<file path="src/rtl/pidw_pkg.sv">
`timescale 1ns / 1ps
package pidw_pkg;
    localparam int ERR_W   = 32;
    localparam int GAIN_W  = 24;
    localparam int TS_W    = 16;
    localparam int INTEG_W = 48;
    localparam int ACC_W   = 72;
    localparam int DIV_W   = 57;

    localparam logic [2:0] REG_PROP   = 3'd0;
    localparam logic [2:0] REG_INTEG  = 3'd1;
    localparam logic [2:0] REG_DERIV  = 3'd2;
    localparam logic [2:0] REG_OFFSET = 3'd3;
    localparam logic [2:0] REG_BOUND  = 3'd4;
    localparam logic [2:0] REG_GATE   = 3'd5;
    localparam logic [2:0] REG_ANGLE  = 3'd6;

    localparam logic signed [ERR_W:0] ANGLE_HALF = 33'sd11796480;
    localparam logic signed [ERR_W:0] ANGLE_FULL = 33'sd23592960;

    // Commands from the controller to the datapath.
    localparam logic [3:0] OP_NONE   = 4'd0;
    localparam logic [3:0] OP_LOAD   = 4'd1;
    localparam logic [3:0] OP_WRAP   = 4'd2;
    localparam logic [3:0] OP_INTEG  = 4'd3;
    localparam logic [3:0] OP_LIMDIV = 4'd4;
    localparam logic [3:0] OP_CLAMP  = 4'd5;
    localparam logic [3:0] OP_DIFF   = 4'd6;
    localparam logic [3:0] OP_DDIV   = 4'd7;
    localparam logic [3:0] OP_PTERM  = 4'd8;
    localparam logic [3:0] OP_ITERM  = 4'd9;
    localparam logic [3:0] OP_SUM    = 4'd10;
    localparam logic [3:0] OP_CLEAR  = 4'd11;
    localparam logic [3:0] OP_DSTEP  = 4'd12;

    typedef struct packed {
        logic [3:0] op;
    } t_cmd;

    typedef struct packed {
        logic wrap_done;
        logic div_done;
    } t_status;
endpackage

</file>
<file path="src/rtl/pidw_ctrl.sv">
`timescale 1ns / 1ps
module pidw_ctrl (
    input  logic               i_clk,
    input  logic               i_rst_n,
    input  logic               i_start,
    input  logic               i_clear,
    input  logic               i_out_free,
    input  pidw_pkg::t_status  i_status,
    output pidw_pkg::t_cmd     o_cmd,
    output logic               o_busy,
    output logic               o_done
);
    import pidw_pkg::*;

    localparam logic [3:0] S_IDLE = 4'd0, S_WRAP = 4'd1, S_INTEG = 4'd2,
        S_LIM = 4'd3, S_CLAMP = 4'd4, S_DIFF = 4'd5, S_DWRAP = 4'd6,
        S_DDIV = 4'd7, S_PT = 4'd8, S_IT = 4'd9, S_SUM = 4'd10, S_DONE = 4'd11,
        S_CLR = 4'd12, S_WAIT = 4'd13;

    logic [3:0] r_state, n_state;
    logic [1:0] r_cnt;

    always_comb begin
        n_state  = r_state;
        o_cmd.op = OP_NONE;
        unique case (r_state)
            S_IDLE: if (i_start) begin
                o_cmd.op = i_clear ? OP_CLEAR : OP_LOAD;
                n_state  = i_clear ? S_CLR : S_WAIT;
            end
            S_WAIT:  begin o_cmd.op = OP_WRAP; n_state = S_WRAP; end
            S_WRAP:  begin
                o_cmd.op = OP_WRAP;
                if (i_status.wrap_done && r_cnt != 2'd0) n_state = S_INTEG;
            end
            S_INTEG: begin o_cmd.op = OP_INTEG; n_state = S_LIM; end
            S_LIM:   begin
                o_cmd.op = OP_LIMDIV;
                if (i_status.div_done) n_state = S_CLAMP;
            end
            S_CLAMP: begin o_cmd.op = OP_CLAMP; n_state = S_DIFF; end
            S_DIFF:  begin o_cmd.op = OP_DIFF; n_state = S_DWRAP; end
            S_DWRAP: begin
                o_cmd.op = OP_DSTEP;
                if (i_status.wrap_done && r_cnt != 2'd0) n_state = S_DDIV;
            end
            S_DDIV:  begin
                o_cmd.op = OP_DDIV;
                if (i_status.div_done) n_state = S_PT;
            end
            S_PT:    begin o_cmd.op = OP_PTERM; n_state = S_IT; end
            S_IT:    begin o_cmd.op = OP_ITERM; n_state = S_SUM; end
            S_SUM:   begin o_cmd.op = OP_SUM; n_state = S_DONE; end
            S_CLR:   n_state = S_DONE;
            S_DONE:  if (i_out_free) n_state = S_IDLE;
            default: n_state = S_IDLE;
        endcase
    end

    always_ff @(posedge i_clk) begin
        if (!i_rst_n) begin
            r_state <= S_IDLE;
            r_cnt   <= '0;
        end else begin
            r_state <= n_state;
            r_cnt   <= (n_state != r_state) ? 2'd0 : (r_cnt == 2'd3 ? r_cnt : r_cnt + 2'd1);
        end
    end

    assign o_busy = (r_state != S_IDLE);
    assign o_done = (r_state == S_DONE) && i_out_free;

    always_ff @(posedge i_clk) begin
        if (i_rst_n && r_state == S_IDLE && i_start)
            assert (!o_busy) else $error("start while busy");
    end
    ap_done: assert property (@(posedge i_clk) disable iff (!i_rst_n)
        o_done |=> r_state == S_IDLE) else $error("done not followed by idle");
    ap_start: assert property (@(posedge i_clk) disable iff (!i_rst_n)
        (r_state == S_IDLE && i_start) |=> r_state != S_IDLE) else $error("start lost");
    ap_clr: assert property (@(posedge i_clk) disable iff (!i_rst_n)
        r_state == S_CLR |=> r_state == S_DONE) else $error("clear path");
endmodule

</file>
<file path="config.mk">
export PLATFORM = sky130hd
export DESIGN_NAME = pidw_ctrl
export DESIGN_NICKNAME = d
export VERILOG_FILES = /design/src/rtl/pidw_pkg.sv /design/src/rtl/pidw_ctrl.sv
export SDC_FILE = /design/constraint.sdc
export NUM_CORES = 1
export LEC_CHECK = 0
export BUFFER_PORTS_ARGS = -buffer_cell sky130_fd_sc_hd__buf_2
export CAP_MARGIN = 20
export CORE_ASPECT_RATIO = 0.6
export CORE_UTILIZATION = 25
export DETAILED_ROUTE_END_ITERATION = 7
export HOLD_SLACK_MARGIN = 0.06
export PLACE_DENSITY = 0.53
export SYNTH_ARGS = -nofsm -noshare
export SYNTH_HDL_FRONTEND = slang
export SYNTH_SLANG_ARGS = --single-unit
</file>
<file path="constraint.sdc">
create_clock -name i_clk -period 1.8 [get_ports i_clk]
set_input_delay 0.36 -clock i_clk [delete_from_list [all_inputs] [get_ports i_clk]]
set_output_delay 0.36 -clock i_clk [all_outputs]
set_load 0.01 [all_outputs]
</file>
; ---- Word level (Yosys, flattened, before mapping)
; Index checks and enable logic that the tools add are counted.
[word_totals]
regBits = 6
in_bits = 7
out_inout_bits = 6
elab_cells = 38
[op_classes]
addsub = 1
eq_ne = 15
n_mux = 11
bitwise = 1
reduce_logical = 8
[op_table]
columns = operator, n
row1 = 4-bit case mux with 13 select lines, 1
row2 = 4-bit case mux with 11 select lines, 1
row3 = 4-bit 2-to-1 mux, 8
row4 = 4-bit == test (second input constant), 6
row5 = 4-bit by 3-bit == test with 1-bit output (second input constant), 4
row6 = 4-bit by 2-bit == test with 1-bit output (second input constant), 2
row7 = 2-bit OR reduction, 3
row8 = 4-bit by 1-bit == test with 1-bit output (second input constant), 1
row9 = 4-bit zero test, 1
row10 = 4-bit inequality test, 1
row11 = 4-bit nonzero test, 1
row12 = 2-bit by 1-bit adder with 2-bit output (second input constant), 1
row13 = 2-bit == test (second input constant), 1
row14 = 1-bit logical AND, 2
row15 = 2-bit nonzero test, 1
row16 = 1-bit 2-to-1 mux, 1
row17 = 1-bit inverter, 1

; ---- Depth between registers and ports, before layout
; Gate-level depths: netlist of run 1.
[logic_depth]
word_depth = 6
depth_mapped = 7
depth_no_buf = 7

; ---- Worst setup path after synthesis of run 1
; OpenSTA, ideal clock, no wires.
[synth_path]
kind = flip-flop to output port
startpoint = reg r_state[2]
endpoint = out o_cmd[1] (netlist bit)
arrival_ps = 1083
t_required_ps = 1440
path_slack_ps = 357
path_stages_with_launch = 5
path_buffers = 1
path_cell_list = dfxtp_1 -> buf_6 -> nand2b_1 -> a21oi_1 -> a221oi_1
[synth_lines]
columns = item, line_no
row1 = "start, declared", pidw_ctrl.sv:20  ; logic [3:0] r_state, n_state;
row2 = "start signal, assigned", pidw_ctrl.sv:65  ; r_state <= n_state;
row3 = "end, declared", pidw_ctrl.sv:9  ; output pidw_pkg::t_cmd o_cmd,

==> results of run 1 <==
==> power by group through the flow <==
stage / Sequential, mW / Combinational (mW) / Clock [mW]
after CTS: 0.306 / 1.03 / 0.201
after global placement: 0.302 / 1.03 / 0
after detailed placement: 0.307 / 1.03 / 0
final: 0.324 / 1.05 / 0.194
after floorplan: 0.203 / 0.895 / 0
after global routing: 0.334 / 1.16 / 0.212
==> Yosys cell counts (3+ instances only) <==
library cell  count
dfxtp_1           6
nor2_1            9
a21oi_1          12
inv_1             4
nand2b_1          5
o22ai_1           3
nor2b_1           3
nand2_1           8
buf_6             4
nand3_1           4
o21a_1            5
==> timing repair <==
item,in CTS,in global routing
gates cloned,0,0
setup endpoints to repair,2,5
hold endpoints to repair,0,0
resized for setup,1,5
==> layout by cell type (no fill, tap or decap), types with 3 or more instances in the layout <==
cell type	count
a21oi_1	12
buf_2	12
nor2_1	9
nand2_1	8
buf_4	7
nand2b_1	5
o21a_1	5
inv_1	4
nand3_1	4
nor2b_1	3
o22ai_1	3
clkbuf_8	3
dfxtp_2	3
==> stage by stage <==
step           cell area (um^2)  hold slack, ns
6_report                    866           0.422
3_3_place_gp                813           0.581
3_5_place_dp                813           0.579
5_1_grt                     866           0.433
4_1_cts                     856           0.428
2_1_floorplan               718           0.477
==> final cells by class <==
cell class                      count  area [um^2]
Fill cell                         281         1740
Tap cell                           32         40.0
Sequential cell                     6          128
Multi-Input combinational cell     78          512
Inverter                            5         21.3
Clock buffer                        3         41.3
Timing Repair Buffer               20          124
==> cell families (layout without fill, tap and decap cells) <==
family                   after synthesis  count (layout)  synth area share
AO/OA/AOI/OAI                         35              35             0.355
AND/OR/NAND/NOR                       38              38             0.282
multiplexers                           1               1            0.0157
adder cells (fa/ha/maj)                2               2            0.0348
flip-flops                             6               6             0.167
buffers and inverters                 12              28             0.120
XOR/XNOR                               2               2            0.0244
==> flip-flops by register name, summed over array words and instances, names as in the netlist <==
| signal | count |
|---|---|
| r_state | 4 |
| r_cnt | 2 |
==> worst min path at each step <==
stage,slack (ns),cells past startpoint,to
after floorplan,0.48,1,r_state[3]$_SDFF_PN0_
after global placement,0.58,3,r_cnt[0]$_SDFFE_PP0P_
after detailed placement,0.58,3,r_cnt[0]$_SDFFE_PP0P_
after CTS,0.43,2,r_state[0]$_SDFF_PN0_
after global routing,0.43,2,r_state[3]$_SDFF_PN0_
final,0.42,2,r_state[0]$_SDFF_PN0_
==> per-layer routing <==
layer,part of all wire,wire (um),up-vias,GRT usage
li1,-,-,384,-
met1,0.54,1030,347,0.213
met2,0.36,686,39,0.179
met3,0.093,175,0,0.0326
met4,0,0,0,0.0240
met5,0,0,-,0
==> summary.md, run 1 <==
| Metric | Value |
|---|---|
| Outcome | `complete, no violations` |
| Worst setup EP type | `output pin` |
| Pwr Density | `1800 mW/mm^2` |
| Vias | `770` |
| GRT Total Usage | `0.134` |
| HP Class | `in -> reg` |
| Crit Path Category | `reg -> out` |
| Synthesized instance count | `96` |
| Finished Layout Cells | `144` |
| CP max stage delay | `0.42 ns` |
| Post-DP HPWL | `1.46 mm` |
| Syn_area_per_cell | `7.48 um^2` |
| Initial DRC count | `56` |
| Crit path depth | `4` |
| Num CTS Buffers | `3` |
| Sequential fraction of the synthesis area | `0.167` |
| Internal power | `0.835 mW` |
| Nets@finish | `123` |
| Number of max-cap violations | `0` |
| Critical Path End | `o_cmd[1]` |
| Cells on worst reg2reg path | `6` |
| Synth warn | `0` |
| Root Buffer | `clkbuf_8` |
| Type of element launching the critical path | `flop` |
| Hold Violations, Final | `0` |
| Initial Utilization | `0.275` |
| TritonCTS clock tree | `yes` |
| Mapped Area | `718 um^2` |
| Clock Skew | `0.00231 ns` |
| Reg power frac | `0.207` |
| Critical path required time | `1.44 ns` |
| Critical Path Fanout Max | `11` |
| Clock Power Share | `0.124` |
| Cell variety after synth | `36` |
| Minimum clock period after layout | `1.65 ns` |
| H-tree depth | `1` |
| Setup TNS | `0 ns` |
| Critical Path AT | `1.29 ns` |
| Seq cells post-synth | `6` |
| Layout Utilization | `0.332` |
| Die X | `71.2 um` |
| DP Cell Count | `141` |
| Slew Limit Fails | `0` |
| Slew headroom | `0.812` |
| Drt pass-1 iters | `4` |
| Clock tree buffer depth | `2` |
| Worst vdd ir | `0.535 mV` |
| Drt drc | `0` |
| Total I/O pin count | `13` |
| First-pass GRT wire length | `3.24 mm` |
| Switching share of power | `0.465` |
| CP bufs+invs | `1` |
| RR Endpoint | `r_state[0]$_SDFF_PN0_` |
| Worst path cell trace | `nand2b_1, a21oi_1, a221oi_1, buf_2` |
| Final GP Congestion | `0.821` |
| LEAKAGE | `0.334 nW` |
| Die area | `0.00310 mm^2` |
| Ys async rst share | `0` |
| Core box area | `0.00261 mm^2` |
| Initial antenna violation count | `0` |
| Post-route antenna net violation count | `0` |
| Max stage delay cell, worst path | `dfxtp_4` |
| Tightest Pin Transition | `0.282 ns` |
| Min-delay src | `i_rst_n` |
| Setup Viol. Count Final | `0` |
| Vias in the first global route | `693` |
| Launch point of the worst path | `r_state[2]$_SDFF_PN0_` |
| Grt ovf | `0` |
| Drt via density | `5.35` |
| Clock Pin Slew Worst Setup and Hold Paths | `0.04 ns` |
| Pre-CTS setup slack | `0.183 ns` |
| Number of synthesized flops with an enable pin | `0` |
| Sw Pwr | `0.727 mW` |
| Largest net degree at the start of global routing | `15` |
| Chip Height | `43.5 um` |
| Comb power frac | `0.669` |
| DR WL/cell | `13.1 um` |
| Cell Rows | `14` |
| Post-synth top area share | `0.167` |
| Cts hold-fix bufs | `0` |
| IO Port Bufs | `12` |
| Worst reg2reg setup slack | `0.30 ns` |
| Fin crit share | `0.914` |
| Post-CTS setup buffer count | `0` |
| Area contributors post-synth | `dfxtp_1 (17%), a21oi_1 (8.4%), buf_6 (6.3%)` |
| Post-Syn Nets | `105` |
| RSZ-0062 raised after global routing | `false` |
| Clk sinks | `6` |
| Top FF cell, synth | `dfxtp_1` |
| Fin worst setup slack | `0.154 ns` |
| R2r startpoint | `r_state[2]$_SDFF_PN0_` |
| Tot Pwr | `1.56 mW` |
| Fmax | `608 MHz` |
| CP top delay family | `flip-flops` |
| Clk_lat worst skew | `0.22 ns` |
| ANT cells | `0` |
| Share of layout cells above drive strength 1 | `0.313` |
| Area leader, netlist | `dfxtp_1` |
| Area growth syn-to-layout | `20.6%` |
| Routed WL | `1.89 mm` |
(Power assumes the default switching activity.)
==> run 2: changes to the inputs <==
--- a/config.mk
+++ b/config.mk
@@ -8,6 +8,7 @@
 export BUFFER_PORTS_ARGS = -buffer_cell sky130_fd_sc_hd__buf_2
 export CAP_MARGIN = 20
 export CORE_ASPECT_RATIO = 0.6
+export CORE_MARGIN = 2
 export CORE_UTILIZATION = 25
 export DETAILED_ROUTE_END_ITERATION = 7
 export HOLD_SLACK_MARGIN = 0.06
==> run 2 against run 1 <==
Total power up 1.9%; non-clock buffer count down 1; clock skew down 0.0010 ns; combinational power up 4%; global-route usage down 0.98 points; cell area up 1.6%; hold slack worse by 0.0017 ns; via count down 4.3%; critical endpoint is now o_cmd[0].
==> summary.md, run 2 (synthesis results as in run 1) <==
| Metric | Value |
|---|---|
| Outcome | `complete, no violations (unchanged)` |
| Die area | `0.00333 mm^2 (was 0.00310 mm^2)` |
| Clock Skew | `0.00128 ns (was 0.00231 ns)` |
| Final Cell Area | `880 um^2 (was 866 um^2)` |
| RR Endpoint | `r_cnt[0]$_SDFFE_PP0P_ (was r_state[0]$_SDFF_PN0_)` |
| Worst hold stages | `2 (unchanged)` |
| Worst hold slack | `0.420 ns (was 0.422 ns)` |
| Layout Utilization | `0.337 (was 0.332)` |
| Root Buffer | `clkbuf_8 (unchanged)` |
| Fin crit share | `0.920 (was 0.914)` |
| Tightest Pin Transition | `0.279 ns (was 0.282 ns)` |
| CP max stage delay | `0.42 ns (about the same)` |
| Drt drc | `0 (unchanged)` |
| Core box area | `0.00261 mm^2 (unchanged)` |
| Comb power frac | `0.686 (was 0.669)` |
| HP Class | `in -> reg (unchanged)` |
| Number of max-cap violations | `0 (unchanged)` |
| Area growth syn-to-layout | `22.5% (was 20.6%)` |
| GRT Total Usage | `0.124 (was 0.134)` |
| Total I/O pin count | `13 (unchanged)` |
| Nets@finish | `122 (was 123)` |
| Vias in the first global route | `633 (was 693)` |
| ANT cells | `0 (unchanged)` |
| Worst path cell trace | `buf_12, xnor2_1, a21oi_1, o22ai_1, buf_2 (was nand2b_1, a21oi_1, a221oi_1, buf_2)` |
| Largest Register | `r_state (unchanged)` |
| RSZ-0062 raised after global routing | `false (unchanged)` |
| Post-route antenna net violation count | `0 (unchanged)` |
| Worst vdd ir | `0.823 mV (was 0.535 mV)` |
| Cells on worst reg2reg path | `7 (was 6)` |
| R2r startpoint | `r_cnt[0]$_SDFFE_PP0P_ (was r_state[2]$_SDFF_PN0_)` |
| H-tree depth | `1 (unchanged)` |
| Post-DP HPWL | `1.48 mm (was 1.46 mm)` |
| Reg power frac | `0.191 (was 0.207)` |
| Slew headroom | `0.814 (was 0.812)` |
| Setup TNS | `0 ns (unchanged)` |
| Initial Utilization | `0.275 (unchanged)` |
| Chip Height | `45.5 um (was 43.5 um)` |
| Share of layout cells above drive strength 1 | `0.315 (was 0.313)` |
| TritonCTS clock tree | `yes (unchanged)` |
| Fin worst setup slack | `0.145 ns (was 0.154 ns)` |
| IO Port Bufs | `12 (unchanged)` |
| Worst setup EP type | `output pin (unchanged)` |
| Max stage delay cell, worst path | `dfxtp_2 (was dfxtp_4)` |
| LEAKAGE | `0.336 nW (was 0.334 nW)` |
| Post-CTS sizing | `0 (was 1)` |
| Fmax | `604 MHz (was 608 MHz)` |
| Slew Limit Fails | `0 (unchanged)` |
| Critical path required time | `1.44 ns (about the same)` |
| Post-CTS setup buffer count | `0 (unchanged)` |
| Cts hold-fix bufs | `0 (unchanged)` |
| DR WL/cell | `12.8 um (was 13.1 um)` |
| Clk_lat worst skew | `0.22 ns (about the same)` |
| Initial DRC count | `44 (was 56)` |
| Tot Pwr | `1.59 mW (was 1.56 mW)` |
| Worst reg2reg setup slack | `0.30 ns (about the same)` |
| Hold Path Sink | `r_state[0]$_SDFF_PN0_ (unchanged)` |
| Drt pass-1 iters | `4 (unchanged)` |
| Hold Violations, Final | `0 (unchanged)` |
| Die X | `73.2 um (was 71.2 um)` |
| Final GP Congestion | `0.859 (was 0.821)` |
| Routed WL | `1.82 mm (was 1.89 mm)` |
| Cell Rows | `14 (unchanged)` |
| Sw Pwr | `0.726 mW (was 0.727 mW)` |
| Num CTS Buffers | `3 (unchanged)` |
| First-pass GRT wire length | `3.11 mm (was 3.24 mm)` |
| Internal power | `0.867 mW (was 0.835 mW)` |
| Max reg flops | `4 (unchanged)` |
| Clock Pin Slew Worst Setup and Hold Paths | `0.03 ns (was 0.04 ns)` |
| Minimum clock period after layout | `1.66 ns (was 1.65 ns)` |
| Finished Layout Cells | `143 (was 144)` |
| Crit Path Category | `reg -> out (unchanged)` |
| Pwr Density | `1810 mW/mm^2 (was 1800 mW/mm^2)` |
| Clk sinks | `6 (unchanged)` |
| Setup Viol. Count Final | `0 (unchanged)` |
| Clock Power Share | `0.124 (about the same)` |
| Critical Path AT | `1.30 ns (was 1.29 ns)` |
| Critical Path Fanout Max | `14 (was 11)` |
| Largest net degree at the start of global routing | `15 (unchanged)` |
| Min-delay src | `i_rst_n (unchanged)` |
| Largest regs | `r_state x4, r_cnt x2 (unchanged)` |
| Clock tree buffer depth | `2 (unchanged)` |
| Type of element launching the critical path | `flop (unchanged)` |
| Grt ovf | `0 (unchanged)` |
| Initial antenna violation count | `0 (unchanged)` |
| Cell area after placement | `831 um^2 (was 813 um^2)` |
| Most frequent cells in the layout | `a21oi_1 (12), buf_2 (12), nor2_1 (9), nand2_1 (8) (was a21oi_1 (12), buf_2 (12), nor2_1 (9), nand2_1 (8), buf_4 (7))` |
| Pre-CTS setup slack | `0.152 ns (was 0.183 ns)` |
| DP Cell Count | `140 (was 141)` |
| Vias | `737 (was 770)` |
| Switching share of power | `0.456 (was 0.465)` |
| Drt via density | `5.15 (was 5.35)` |
[run 2: cell count changes in the layout (fill, tap and decap cells not counted), sizes merged]
| cell | delta |
|---|---|
| buf | -1 |
[run 2: power groups by stage]
stage | logic, mW | registers, mW | clock network (mW)
after floorplan | 0.895 | 0.203 | 0
after global placement | 1.09 | 0.293 | 0
after detailed placement | 1.09 | 0.294 | 0
after CTS | 1.09 | 0.291 | 0.206
after global routing | 1.22 | 0.320 | 0.214
final | 1.09 | 0.304 | 0.197
[run 2: how the worst max path moves through the flow]
| stage | start | to | slack [ns] | cells past startpoint |
|---|---|---|---|---|
| final | r_state[0]$_SDFF_PN0_ | o_cmd[0] | 0.14 | 5 |
| after CTS | r_state[0]$_SDFF_PN0_ | o_cmd[3] | 0.001 | 6 |
| after detailed placement | i_start | o_cmd[3] | 0.15 | 7 |
| after global routing | r_state[0]$_SDFF_PN0_ | o_cmd[3] | 0.02 | 6 |
| after global placement | i_start | o_cmd[3] | 0.17 | 7 |
| after floorplan | r_state[2]$_SDFF_PN0_ | o_cmd[1] | 0.36 | 4 |
[run 2: critical path: cells and delay by family, from the launching register on]
kind	cells	cell delay, ns
compound gates	2	0.22
xor+xnor	1	0.11
buf+inv	2	0.32
flops	1	0.42
[run 2: area by class of cell]
cell class / count / area [um^2]
repair buffers: 19 / 138
well taps: 32 / 40.0
fillers: 274 / 1730
multi-input cells: 78 / 514
inverters: 5 / 21.3
clock buffers: 3 / 41.3
flip-flops and latches: 6 / 125
[run 2: metal layers]
layer	GRT usage	vias up	share of wire	routed length [um]
met5	0	-	0	0
met4	0.0222	0	0	0
met3	0.0487	0	0.083	151
met2	0.157	31	0.37	682
met1	0.193	325	0.54	990
li1	-	381	-	-
